==> src/hw/rtl/sovg_pkg.sv <==
`default_nettype none
// ----------------------------------------------------------------------------
// sovg_pkg
// Shared constants, types and planning functions for the outline generator.
// ----------------------------------------------------------------------------
package sovg_pkg;

    localparam int MAX_POINTS      = 64;
    localparam int TRIG_ITERATIONS = 16;
    localparam int DIV_STEPS       = 33;

    localparam int KIND_W = 3;
    localparam int DIA_W  = 16;
    localparam int RES_W  = 7;
    localparam int CRD_W  = 17;
    localparam int FAC_W  = 34;
    localparam int PRD_W  = 51;
    localparam int DEN_W  = 10;
    localparam int IDX_W  = 6;
    localparam int TW     = 11;

    localparam int S_DATA_W = 24;
    localparam int M_DATA_W = 40;

    localparam logic [KIND_W-1:0] KIND_CIRCLE  = 3'd0;
    localparam logic [KIND_W-1:0] KIND_SQUARE  = 3'd1;
    localparam logic [KIND_W-1:0] KIND_RECT    = 3'd2;
    localparam logic [KIND_W-1:0] KIND_TRIANGLE = 3'd3;
    localparam logic [KIND_W-1:0] KIND_THIRD   = 3'd4;
    localparam logic [KIND_W-1:0] KIND_HALF    = 3'd5;

    localparam logic [1:0] DSEL_R1 = 2'd0;
    localparam logic [1:0] DSEL_R2 = 2'd1;
    localparam logic [1:0] DSEL_R4 = 2'd2;

    localparam logic signed [FAC_W-1:0] Q30_ONE     = 34'sd1073741824;
    localparam logic signed [FAC_W-1:0] Q30_HALF    = 34'sd536870912;
    localparam logic signed [FAC_W-1:0] Q30_QUARTER = 34'sd268435456;
    localparam logic signed [FAC_W-1:0] Q30_HS3     = 34'sd929887697;
    localparam logic signed [FAC_W-1:0] CORDIC_START      = 34'sd652032874;
    localparam logic signed [FAC_W-1:0] CORDIC_START_HALF = 34'sd326016437;

    localparam logic [31:0] ATAN_TURNS [24] = '{
        32'h20000000, 32'h12E4051E, 32'h09FB385B, 32'h051111D4, 32'h028B0D43,
        32'h0145D7E1, 32'h00A2F61E, 32'h00517C55, 32'h0028BE53, 32'h00145F2F,
        32'h000A2F98, 32'h000517CC, 32'h00028BE6, 32'h000145F3, 32'h0000A2FA,
        32'h0000517D, 32'h000028BE, 32'h0000145F, 32'h00000A30, 32'h00000518,
        32'h0000028C, 32'h00000146, 32'h000000A3, 32'h00000051
    };

    typedef struct packed {
        logic                     is_const;
        logic signed [FAC_W-1:0]  cval;
        logic                     use_s3;
        logic signed [TW-1:0]     t;
        logic [1:0]               dsel;
    } t_comp;

    typedef struct packed {
        logic                 polar;
        logic                 half;
        logic signed [TW-1:0] k;
        t_comp                xc;
        t_comp                yc;
    } t_plan;

    function automatic logic [RES_W-1:0] sovg_div3(input logic [7:0] n);
        logic [15:0] p;
        p = 16'(n) * 16'd171;
        return p[15:9];
    endfunction

    function automatic t_comp comp_const(input logic signed [FAC_W-1:0] v);
        t_comp c;
        c          = '0;
        c.is_const = 1'b1;
        c.cval     = v;
        return c;
    endfunction

    function automatic t_comp comp_rd(input logic s3, input logic signed [TW-1:0] t,
                                      input logic [1:0] dsel);
        t_comp c;
        c        = '0;
        c.use_s3 = s3;
        c.t      = t;
        c.dsel   = dsel;
        return c;
    endfunction

    function automatic logic [RES_W-1:0] sovg_seg_count(input logic [KIND_W-1:0] kind,
                                                       input logic [1:0] seg,
                                                       input logic [RES_W-1:0] r);
        logic [RES_W-1:0] s4;
        logic [RES_W-1:0] s3;
        logic [RES_W-1:0] s23;
        logic [RES_W-1:0] cnt;
        s4  = r >> 2;
        s3  = sovg_div3({1'b0, r});
        s23 = sovg_div3({r, 1'b0});
        cnt = '0;
        case (kind)
            KIND_CIRCLE:             cnt = (seg == 2'd0) ? r : '0;
            KIND_SQUARE, KIND_RECT:  cnt = s4;
            KIND_TRIANGLE:           cnt = (seg == 2'd3) ? '0 : s3;
            KIND_THIRD:              cnt = (seg == 2'd2) ? (r >> 1) :
                                           ((seg == 2'd3) ? '0 : s4);
            KIND_HALF:               cnt = (seg == 2'd0) ? s3 :
                                           ((seg == 2'd1) ? s23 : '0);
            default:                 cnt = '0;
        endcase
        return cnt;
    endfunction

    function automatic logic [RES_W-1:0] sovg_total(input logic [KIND_W-1:0] kind,
                                                   input logic [RES_W-1:0] r);
        logic [RES_W-1:0] s4;
        logic [RES_W-1:0] s3;
        logic [RES_W-1:0] tot;
        s4  = r >> 2;
        s3  = sovg_div3({1'b0, r});
        tot = '0;
        case (kind)
            KIND_CIRCLE:            tot = r;
            KIND_SQUARE, KIND_RECT: tot = {s4[4:0], 2'b00};
            KIND_TRIANGLE:          tot = s3 + {s3[5:0], 1'b0};
            KIND_THIRD:             tot = {s4[5:0], 1'b0} + (r >> 1);
            KIND_HALF:              tot = s3 + sovg_div3({r, 1'b0});
            default:                tot = '0;
        endcase
        return tot;
    endfunction

    function automatic t_plan sovg_plan(input logic [KIND_W-1:0] kind,
                                        input logic [1:0] seg,
                                        input logic [IDX_W-1:0] idx,
                                        input logic [RES_W-1:0] r);
        logic signed [TW-1:0]    ri;
        logic signed [TW-1:0]    ii;
        logic [1:0]              yd;
        logic signed [FAC_W-1:0] yc;
        t_plan                   p;
        ri = $signed({4'b0, r});
        ii = $signed({5'b0, idx});
        yd = (kind == KIND_SQUARE) ? DSEL_R2 : DSEL_R4;
        yc = (kind == KIND_SQUARE) ? Q30_HALF : Q30_QUARTER;
        p  = '0;
        p.xc = comp_const('0);
        p.yc = comp_const('0);
        case (kind)
            KIND_CIRCLE: begin
                p.polar = 1'b1;
                p.half  = 1'b1;
                p.k     = (ii <<< 3) + (ii <<< 2);
            end
            KIND_SQUARE, KIND_RECT: begin
                case (seg)
                    2'd0: begin
                        p.xc = comp_const(Q30_HALF);
                        p.yc = comp_rd(1'b0, (ii <<< 3) - ri, yd);
                    end
                    2'd1: begin
                        p.xc = comp_rd(1'b0, ri - (ii <<< 3), DSEL_R2);
                        p.yc = comp_const(yc);
                    end
                    2'd2: begin
                        p.xc = comp_const(-Q30_HALF);
                        p.yc = comp_rd(1'b0, ri - (ii <<< 3), yd);
                    end
                    default: begin
                        p.xc = comp_rd(1'b0, (ii <<< 3) - ri, DSEL_R2);
                        p.yc = comp_const(-yc);
                    end
                endcase
            end
            KIND_TRIANGLE: begin
                case (seg)
                    2'd0: begin
                        p.xc = comp_rd(1'b0, (ri <<< 1) - (ii <<< 3) - ii, DSEL_R2);
                        p.yc = comp_rd(1'b1, (ii <<< 1) + ii, DSEL_R1);
                    end
                    2'd1: begin
                        p.xc = comp_const(-Q30_HALF);
                        p.yc = comp_rd(1'b1, ri - (ii <<< 2) - (ii <<< 1), DSEL_R1);
                    end
                    default: begin
                        p.xc = comp_rd(1'b0, (ii <<< 3) + ii - ri, DSEL_R2);
                        p.yc = comp_rd(1'b1, (ii <<< 1) + ii - ri, DSEL_R1);
                    end
                endcase
            end
            KIND_THIRD: begin
                case (seg)
                    2'd0: begin
                        p.yc = comp_rd(1'b0, ri - (ii <<< 2), DSEL_R1);
                    end
                    2'd1: begin
                        p.xc = comp_rd(1'b1, ii <<< 2, DSEL_R1);
                        p.yc = comp_rd(1'b0, -(ii <<< 1), DSEL_R1);
                    end
                    default: begin
                        p.polar = 1'b1;
                        p.k     = (ii <<< 3) - ri;
                    end
                endcase
            end
            KIND_HALF: begin
                if (seg == 2'd0) begin
                    p.yc = comp_rd(1'b0, ri - (ii <<< 2) - (ii <<< 1), DSEL_R1);
                end else begin
                    p.polar = 1'b1;
                    p.k     = (ii <<< 3) + ii - (ri <<< 1) - ri;
                end
            end
            default: begin
                p.polar = 1'b0;
            end
        endcase
        return p;
    endfunction

endpackage
`default_nettype wire

==> src/hw/rtl/shape_outline_vertex_generator.sv <==
`default_nettype none
// ----------------------------------------------------------------------------
// shape_outline_vertex_generator
// Turns a shape request into a run of outline vertices in signed Q9.8.
// ----------------------------------------------------------------------------
// One request is taken when the block is idle; its vertices then leave one
// word each, the final one with tlast. Every divided coefficient and every
// angle goes through one shared 33-step restoring divider, arc points add
// 16 steps of a shared CORDIC rotator, and one shared multiplier scales both
// coordinates. An undefined kind or a resolution too small for the shape
// returns one zero word with tuser and tlast set.
module shape_outline_vertex_generator (
    input  wire logic                          i_clk,
    input  wire logic                          i_rst_n,
    input  wire logic                          s_axis_tvalid,
    output      logic                          s_axis_tready,
    // [15:0] diameter, [22:16] resolution, [23] zero
    input  wire logic [sovg_pkg::S_DATA_W-1:0] s_axis_tdata,
    // [2:0] shape_kind
    input  wire logic [sovg_pkg::KIND_W-1:0]   s_axis_tuser,
    output      logic                          m_axis_tvalid,
    input  wire logic                          m_axis_tready,
    // [16:0] vertex_x, [33:17] vertex_y, [39:34] zero
    output      logic [sovg_pkg::M_DATA_W-1:0] m_axis_tdata,
    output      logic                          m_axis_tlast,
    // [0] no_vertices
    output      logic                          m_axis_tuser
);
    import sovg_pkg::*;

    localparam logic [3:0] ST_IDLE  = 4'd0;
    localparam logic [3:0] ST_PLAN  = 4'd1;
    localparam logic [3:0] ST_COMP  = 4'd2;
    localparam logic [3:0] ST_DLOAD = 4'd3;
    localparam logic [3:0] ST_DIV   = 4'd4;
    localparam logic [3:0] ST_DEND  = 4'd5;
    localparam logic [3:0] ST_CORD  = 4'd6;
    localparam logic [3:0] ST_CQUAD = 4'd7;
    localparam logic [3:0] ST_MULX  = 4'd8;
    localparam logic [3:0] ST_RNDX  = 4'd9;
    localparam logic [3:0] ST_RNDY  = 4'd10;
    localparam logic [3:0] ST_OUT   = 4'd11;

    localparam logic [5:0] DIV_LAST  = 6'(DIV_STEPS - 1);
    localparam logic [5:0] CORD_LAST = 6'(TRIG_ITERATIONS - 1);

    logic [3:0]               r_state;
    logic [3:0]               n_state;
    logic [KIND_W-1:0]        r_kind;
    logic [DIA_W-1:0]         r_dia;
    logic [RES_W-1:0]         r_res;
    logic [1:0]               r_seg;
    logic [RES_W-1:0]         r_idx;
    logic [RES_W-1:0]         r_emit;
    logic [RES_W-1:0]         r_total;
    logic                     r_comp;
    logic                     r_polar;
    logic                     r_empty;
    logic signed [FAC_W-1:0]  r_fx;
    logic signed [FAC_W-1:0]  r_fy;
    logic signed [PRD_W-1:0]  r_prod;
    logic [DIV_STEPS-1:0]     r_dn;
    logic [DEN_W-1:0]         r_rem;
    logic [DEN_W-1:0]         r_dd;
    logic                     r_neg;
    logic [5:0]               r_cnt;
    logic [1:0]               r_quad;
    logic signed [FAC_W-1:0]  r_cx;
    logic signed [FAC_W-1:0]  r_cy;
    logic signed [FAC_W-1:0]  r_cz;
    logic [CRD_W-1:0]         r_ox;
    logic [CRD_W-1:0]         r_oy;

    logic [RES_W-1:0]         in_res;
    logic [RES_W-1:0]         in_total;
    logic                     s_hs;
    logic                     m_hs;
    logic                     is_last;
    t_plan                    plan;
    t_comp                    spec;
    logic [RES_W-1:0]         seg_cnt;
    logic [DEN_W-1:0]         den;
    logic [DEN_W-1:0]         den12;
    logic [DEN_W-1:0]         ang_m;
    logic [42:0]              ang_n;
    logic [PRD_W-1:0]         prod_mag;
    logic [42:0]              rd_n;
    logic signed [FAC_W-1:0]  mul_a;
    logic signed [CRD_W-1:0]  mul_b;
    logic signed [PRD_W-1:0]  mul_p;
    logic [DEN_W:0]           trial;
    logic                     ge;
    logic [FAC_W-1:0]         quo;
    logic signed [FAC_W-1:0]  quo_s;
    logic [31:0]              ang;
    logic [1:0]               quad;
    logic [31:0]              z32;
    logic [4:0]               sh;
    logic signed [FAC_W-1:0]  xs;
    logic signed [FAC_W-1:0]  ys;
    logic signed [FAC_W-1:0]  atan_v;
    logic [PRD_W-1:0]         rnd_sum;
    logic [20:0]              rnd_v;
    logic [15:0]              rnd_sat;
    logic [CRD_W-1:0]         rnd_out;

    assign in_res   = (s_axis_tdata[22:16] > 7'(MAX_POINTS)) ? 7'(MAX_POINTS)
                                                             : s_axis_tdata[22:16];
    assign in_total = sovg_total(s_axis_tuser, in_res);
    assign s_axis_tready = (r_state == ST_IDLE);
    assign s_hs     = s_axis_tvalid && s_axis_tready;
    assign m_hs     = m_axis_tvalid && m_axis_tready;
    assign is_last  = r_empty || ((r_emit + 7'd1) == r_total);

    assign plan    = sovg_plan(r_kind, r_seg, r_idx[IDX_W-1:0], r_res);
    assign spec    = r_comp ? plan.yc : plan.xc;
    assign seg_cnt = sovg_seg_count(r_kind, r_seg, r_res);

    always_comb begin
        case (spec.dsel)
            DSEL_R2: den = {2'b0, r_res, 1'b0};
            DSEL_R4: den = {1'b0, r_res, 2'b0};
            default: den = {3'b0, r_res};
        endcase
    end

    assign den12    = {r_res, 3'b0} + {1'b0, r_res, 2'b0};
    assign ang_m    = plan.k[TW-1] ? (plan.k[DEN_W-1:0] + den12) : plan.k[DEN_W-1:0];
    assign ang_n    = {1'b0, ang_m, 32'b0} + {34'b0, den12[DEN_W-1:1]};
    assign prod_mag = r_prod[PRD_W-1] ? PRD_W'(-r_prod) : PRD_W'(r_prod);
    assign rd_n     = prod_mag[42:0] + {34'b0, den[DEN_W-1:1]};

    // shared multiplier
    always_comb begin
        case (r_state)
            ST_COMP: begin
                mul_a = spec.use_s3 ? Q30_HS3 : Q30_ONE;
                mul_b = CRD_W'(spec.t);
            end
            ST_MULX: begin
                mul_a = r_fx;
                mul_b = $signed({1'b0, r_dia});
            end
            ST_RNDX: begin
                mul_a = r_fy;
                mul_b = $signed({1'b0, r_dia});
            end
            default: begin
                mul_a = '0;
                mul_b = '0;
            end
        endcase
    end
    assign mul_p = PRD_W'(mul_a) * PRD_W'(mul_b);

    // divider step
    assign trial = {r_rem, r_dn[DIV_STEPS-1]};
    assign ge    = (trial >= {1'b0, r_dd});
    assign quo   = {1'b0, r_dn};
    assign quo_s = r_neg ? -$signed(quo) : $signed(quo);

    // angle fold
    assign ang  = r_dn[31:0];
    assign quad = 2'((ang + 32'h2000_0000) >> 30);
    assign z32  = ang - {quad, 30'b0};

    // rotator step
    assign sh     = r_cnt[4:0];
    assign xs     = r_cx >>> sh;
    assign ys     = r_cy >>> sh;
    assign atan_v = $signed({2'b0, ATAN_TURNS[sh]});

    // scale rounding and clamp
    assign rnd_sum = prod_mag + PRD_W'(32'h2000_0000);
    assign rnd_v   = rnd_sum[50:30];
    assign rnd_sat = (rnd_v > 21'd65535) ? 16'hFFFF : rnd_v[15:0];
    assign rnd_out = r_prod[PRD_W-1] ? CRD_W'(-{1'b0, rnd_sat}) : {1'b0, rnd_sat};

    always_comb begin
        n_state = r_state;
        case (r_state)
            ST_IDLE:  if (s_hs) n_state = (in_total == '0) ? ST_OUT : ST_PLAN;
            ST_PLAN:  if (r_idx != seg_cnt) n_state = plan.polar ? ST_DIV : ST_COMP;
            ST_COMP: begin
                if (!spec.is_const) begin
                    n_state = ST_DLOAD;
                end else if (r_comp) begin
                    n_state = ST_MULX;
                end
            end
            ST_DLOAD: n_state = ST_DIV;
            ST_DIV:   if (r_cnt == DIV_LAST) n_state = ST_DEND;
            ST_DEND:  n_state = r_polar ? ST_CORD : (r_comp ? ST_MULX : ST_COMP);
            ST_CORD:  if (r_cnt == CORD_LAST) n_state = ST_CQUAD;
            ST_CQUAD: n_state = ST_MULX;
            ST_MULX:  n_state = ST_RNDX;
            ST_RNDX:  n_state = ST_RNDY;
            ST_RNDY:  n_state = ST_OUT;
            ST_OUT:   if (m_hs) n_state = is_last ? ST_IDLE : ST_PLAN;
            default:  n_state = ST_IDLE;
        endcase
    end

    always_ff @(posedge i_clk) begin
        if (!i_rst_n) begin
            r_state <= ST_IDLE;
        end else begin
            r_state <= n_state;
        end
    end

    always_ff @(posedge i_clk) begin
        case (r_state)
            ST_IDLE: begin
                if (s_hs) begin
                    r_kind  <= s_axis_tuser;
                    r_dia   <= s_axis_tdata[15:0];
                    r_res   <= in_res;
                    r_total <= in_total;
                    r_seg   <= '0;
                    r_idx   <= '0;
                    r_emit  <= '0;
                    r_empty <= (in_total == '0);
                    r_ox    <= '0;
                    r_oy    <= '0;
                end
            end
            ST_PLAN: begin
                if (r_idx == seg_cnt) begin
                    r_seg <= r_seg + 2'd1;
                    r_idx <= '0;
                end else begin
                    r_polar <= plan.polar;
                    r_comp  <= 1'b0;
                    if (plan.polar) begin
                        r_rem <= ang_n[42:33];
                        r_dn  <= ang_n[32:0];
                        r_dd  <= den12;
                        r_neg <= 1'b0;
                        r_cnt <= '0;
                    end
                end
            end
            ST_COMP: begin
                if (spec.is_const) begin
                    if (r_comp) begin
                        r_fy <= spec.cval;
                    end else begin
                        r_fx   <= spec.cval;
                        r_comp <= 1'b1;
                    end
                end else begin
                    r_prod <= mul_p;
                end
            end
            ST_DLOAD: begin
                r_rem <= rd_n[42:33];
                r_dn  <= rd_n[32:0];
                r_dd  <= den;
                r_neg <= r_prod[PRD_W-1];
                r_cnt <= '0;
            end
            ST_DIV: begin
                r_rem <= ge ? DEN_W'(trial - {1'b0, r_dd}) : trial[DEN_W-1:0];
                r_dn  <= {r_dn[DIV_STEPS-2:0], ge};
                r_cnt <= r_cnt + 6'd1;
            end
            ST_DEND: begin
                if (r_polar) begin
                    r_quad <= quad;
                    r_cz   <= FAC_W'($signed(z32));
                    r_cx   <= plan.half ? CORDIC_START_HALF : CORDIC_START;
                    r_cy   <= '0;
                    r_cnt  <= '0;
                end else if (r_comp) begin
                    r_fy <= quo_s;
                end else begin
                    r_fx   <= quo_s;
                    r_comp <= 1'b1;
                end
            end
            ST_CORD: begin
                if (!r_cz[FAC_W-1]) begin
                    r_cx <= r_cx - ys;
                    r_cy <= r_cy + xs;
                    r_cz <= r_cz - atan_v;
                end else begin
                    r_cx <= r_cx + ys;
                    r_cy <= r_cy - xs;
                    r_cz <= r_cz + atan_v;
                end
                r_cnt <= r_cnt + 6'd1;
            end
            ST_CQUAD: begin
                case (r_quad)
                    2'd0: begin
                        r_fx <= r_cx;
                        r_fy <= r_cy;
                    end
                    2'd1: begin
                        r_fx <= -r_cy;
                        r_fy <= r_cx;
                    end
                    2'd2: begin
                        r_fx <= -r_cx;
                        r_fy <= -r_cy;
                    end
                    default: begin
                        r_fx <= r_cy;
                        r_fy <= -r_cx;
                    end
                endcase
            end
            ST_MULX: r_prod <= mul_p;
            ST_RNDX: begin
                r_ox   <= rnd_out;
                r_prod <= mul_p;
            end
            ST_RNDY: r_oy <= rnd_out;
            ST_OUT: begin
                if (m_hs && !is_last) begin
                    r_idx  <= r_idx + 7'd1;
                    r_emit <= r_emit + 7'd1;
                end
            end
            default: r_cnt <= '0;
        endcase
    end

    assign m_axis_tvalid = (r_state == ST_OUT);
    assign m_axis_tdata  = {6'b0, r_oy, r_ox};
    assign m_axis_tlast  = is_last;
    assign m_axis_tuser  = r_empty;

    a_one_side: assert property (@(posedge i_clk) disable iff (!i_rst_n)
        !(s_axis_tready && m_axis_tvalid))
        else $error("input and output sides active together");

    a_div_rem: assert property (@(posedge i_clk) disable iff (!i_rst_n)
        (r_state == ST_DIV) |-> (r_rem < r_dd))
        else $error("divider remainder out of range");

    a_empty_last: assert property (@(posedge i_clk) disable iff (!i_rst_n)
        (m_axis_tvalid && m_axis_tuser) |-> (m_axis_tlast && m_axis_tdata == '0))
        else $error("empty word not final or not zero");

    a_emit_bound: assert property (@(posedge i_clk) disable iff (!i_rst_n)
        (m_axis_tvalid && !m_axis_tuser) |-> (r_emit < r_total))
        else $error("vertex count beyond shape total");

endmodule
`default_nettype wire

==> config.mk <==
export PLATFORM = sky130hd
export DESIGN_NAME = shape_outline_vertex_generator
export DESIGN_NICKNAME = d
export VERILOG_FILES = /design/src/hw/rtl/sovg_pkg.sv /design/src/hw/rtl/shape_outline_vertex_generator.sv
export SDC_FILE = /design/constraint.sdc
export NUM_CORES = 2
export LEC_CHECK = 0
export BUFFER_PORTS_ARGS = -buffer_cell sky130_fd_sc_hd__buf_2
export CAP_MARGIN = 30
export CORE_UTILIZATION = 41
export CTS_BUF_LIST = sky130_fd_sc_hd__clkbuf_8
export CTS_CLUSTER_DIAMETER = 80
export DETAILED_ROUTE_END_ITERATION = 10
export GPL_ROUTABILITY_DRIVEN = 0
export PLACE_DENSITY = 0.63
export SLEW_MARGIN = 10
export SYNTH_ARGS = -nofsm -noshare
export SYNTH_HDL_FRONTEND = slang
export SYNTH_SLANG_ARGS = --single-unit
==> constraint.sdc <==
create_clock -name i_clk -period 21.5 [get_ports i_clk]
set_clock_uncertainty 0.15 [all_clocks]
set_input_delay 3.225 -clock i_clk [delete_from_list [all_inputs] [get_ports i_clk]]
set_output_delay 3.225 -clock i_clk [all_outputs]
set_load 0.01 [all_outputs]
==> run metrics <==
CP Max Fanout 34; Design Power 7.01 mW; clock root cell clkbuf_8; NetSw 3.67 mW; Critical path buffers and inverters 11; Num CTS Buffers 75; IO Port Bufs 67; non-filler cells in the finished layout 8686; final setup fails 0; die area 147000 um^2; TritonCTS clock tree built; Critical Path Start Type register; Post-Syn Instances 6784; synthesized cell area 59800 um^2; Initial Utilization 41.5%; Max Cap Viol 0; relative slew slack 31.9%; Crit. End Element register; FILL cells 13900; largest net degree at the start of global routing 117; initial antenna violation count 3; Comb power frac 70.7%; Synth cell types 109; H-tree depth 3; DR WL/cell 21.7 um; Least-Margin Pin Slew 1020 ps; Setup Buffers After CTS 0; detailed-route via count 51200; critical path arrival 12900 ps; post-synthesis register bit count 373; Flop pwr share 18.3%; Slowest-stage cell, CP edfxtp_1; P&R area growth vs syn 6.86%; sw frac 52.3%; Worst R2R Start r_idx[1]; initial DRC count 4853; status finished, final reports clean; register area share after synthesis 18.7%; CTS max path bufs 3; setup TNS 0 ps; count of flip-flops with a built-in enable after synthesis 369; vias per cell 5.89; fin. max-slew vios 0; Pleak 27.2 nW; hold wc startpoint r_emit[6]; Power Internal 3.34 mW; Final Hold Fails 0; Worst Hold Class reg2reg; hold depth 2; Reg area 11200 um^2; RSZ-0062 raised after global routing no; number of gates resized after cts 0; r2r setup slk 8890 ps; clock share of power 11.0%; async set or reset register ratio after synthesis 0%; Crit path top cell by count inv_1; hold endpoint r_emit[6]; Worst R2R End r_prod[48]; share of cells above drive strength 1 7.82%; grt ovf 0; Main synth FF type edfxtp_1; Clock Latency Late Sink 750 ps; area of the multi-input gates 44500 um^2; placed insts 8542; post-DP HPWL 145000 um; Die Y 384 um; First-pass DRT Iterations 6; vias in the first global route 50800; Syn. warnings 0; Ports 75; DRC 0; Critical Path Max Stage Delay 770 ps; depth of the worst register-to-register path 43; achievable frequency 79.3 MHz; first-pass GRT wire length 296000 um; peak supply drop 0.0711 mV; Final nets 7758; clk sinks 373; total wire length 188000 um; Final Critical Period 12610 ps; Post-Place Setup Slack 9060 ps; Avg Inst Size Synth 8.82 um^2; post-route cell area 63900 um^2; top cells by area in the synthesized netlist fa_1 20%, edfxtp_1 19%, ha_1 8.7%; Largest delay share family, worst path adder cells; core footprint 144000 um^2; Routed Antenna Nets 0; top cell type's share of synthesized area 19.8%; clock-pin slew on the worst setup and hold paths 60 ps; die width 384 um; Crit Path Class reg2reg; leading area contributor after synthesis fa_1; power density over the cells 110 nW/um^2; Final period util 58.7%; GRT Total Usage 25.7%; setup slack after layout 8890 ps; hold buffers post-CTS 0; Required @ worst endpoint 21790 ps; cell area after placement 62300 um^2; row cnt 139
layout by cell type, fill, tap and decap left out, types with 90 or more instances in the layout:
cell,n
edfxtp_1,369
fa_1,592
mux4_2,97
a21o_1,110
xor2_1,230
a21oi_1,336
nand2_1,579
ha_1,414
nor3_1,91
nor2_1,719
xnor2_1,310
nand2b_1,115
nand3_1,90
buf_4,121
o21ai_0,394
inv_1,809
cell usage after synthesis (12+ instances only):
master,number
a31o_2,14
a22o_1,20
a211o_1,12
a221oi_1,32
inv_1,794
nand3_1,90
nor3b_1,16
a21o_1,110
a221o_1,24
a21oi_1,340
or2_2,22
and3_1,33
o41ai_1,20
nand3b_1,12
nor4_1,30
o211ai_1,29
ha_1,414
o21ai_0,395
buf_1,44
nor3_1,92
nand2_1,581
o21bai_1,36
or3_1,60
mux4_2,97
clkbuf_1,274
a22oi_1,46
xnor2_1,310
a211oi_1,44
edfxtp_1,369
or4_1,32
o21a_1,38
o31ai_1,56
mux2_2,29
o22ai_1,68
nor2b_1,62
o221ai_1,13
fa_1,592
xor2_1,230
mux2i_1,70
and2_1,58
a21boi_0,25
nand4_1,32
nor2_1,723
a31oi_1,61
nand2b_1,115
kinds of logic after synthesis:
group | count (synthesis) | share of synthesized area (%)
AOI/OAI and AO/OA | 1510 | 16.5
xor gates and xnor gates | 543 | 8.01
adders and majority gates | 1007 | 28.5
buffers and inverters | 1138 | 7.27
DFF | 373 | 18.7
muxes | 196 | 5.37
other | 2 | 0.0126
and+or+nand+nor | 2015 | 15.7
power by group through the flow:
stage          Sequential [mW]  Clock (mW)  Combinational [mW]
5_1_grt                   1.30       0.815                5.44
3_3_place_gp              1.28           0                4.76
4_1_cts                   1.28       0.788                4.88
3_5_place_dp              1.29           0                4.84
6_report                  1.28       0.770                4.96
2_1_floorplan             1.21           0                3.59
registers in the layout, indices dropped and copies added (netlist names), 10 cells and up:
register and count:
r_prod 51, r_cx 34, r_cy 34, r_cz 34, r_fx 34, r_fy 34
r_dn 33, r_ox 17, r_oy 17, r_dia 16, r_dd 10, r_rem 10
stage by stage:
stage | hold WS (ps) | utilization (%)
2_1_floorplan | 418 | -
3_3_place_gp | 451 | 43.2
3_5_place_dp | 455 | 43.2
4_1_cts | 474 | 44.3
5_1_grt | 491 | 44.3
6_report | 470 | 44.3
worst max-delay path by stage:
stage | from | end | slack (ps) | cells after the start
after floorplan | r_res[2] | r_prod[48] | 10740 | 39
after global placement | r_idx[1] | r_prod[48] | 9150 | 43
after detailed placement | r_idx[1] | r_prod[48] | 9060 | 43
after CTS | r_idx[1] | r_prod[48] | 8950 | 43
after global routing | r_idx[1] | r_prod[48] | 8300 | 43
final | r_idx[1] | r_prod[48] | 8890 | 43
area by class of cell:
| type | count | area share (%) |
|---|---|---|
| antenna | 2 | 0.00783 |
| clock buffer | 76 | 1.64 |
| clock inverter | 61 | 0.707 |
| inverter | 797 | 4.68 |
| multi-input combinational | 5278 | 69.7 |
| sequential | 373 | 17.5 |
| tap | 1903 | 3.73 |
| timing repair buffer | 196 | 2.11 |
layer usage:
layer  global-route usage (%)  wire length [um]  part of all wire [%]  vias to the layer above
li1                         -                 -                     -                    23300
met1                     34.6             79400                    42                    25200
met2                     40.7             85500                    45                     2198
met3                     4.07             14700                   7.8                      414
met4                     11.3              8860                   4.7                        2
met5                        0                 9                0.0048                        -
worst register-to-register path, delay by kind of cell (launching register included):
| family | cells | cell delay [ps] |
|---|---|---|
| adder cells (fa/ha/maj) | 9 | 4250 |
| AO/OA/AOI/OAI | 17 | 3930 |
| buffers and inverters | 11 | 2070 |
| AND/OR/NAND/NOR | 6 | 1140 |
| flip-flops | 1 | 770 |
(Power assumes the default switching activity.)
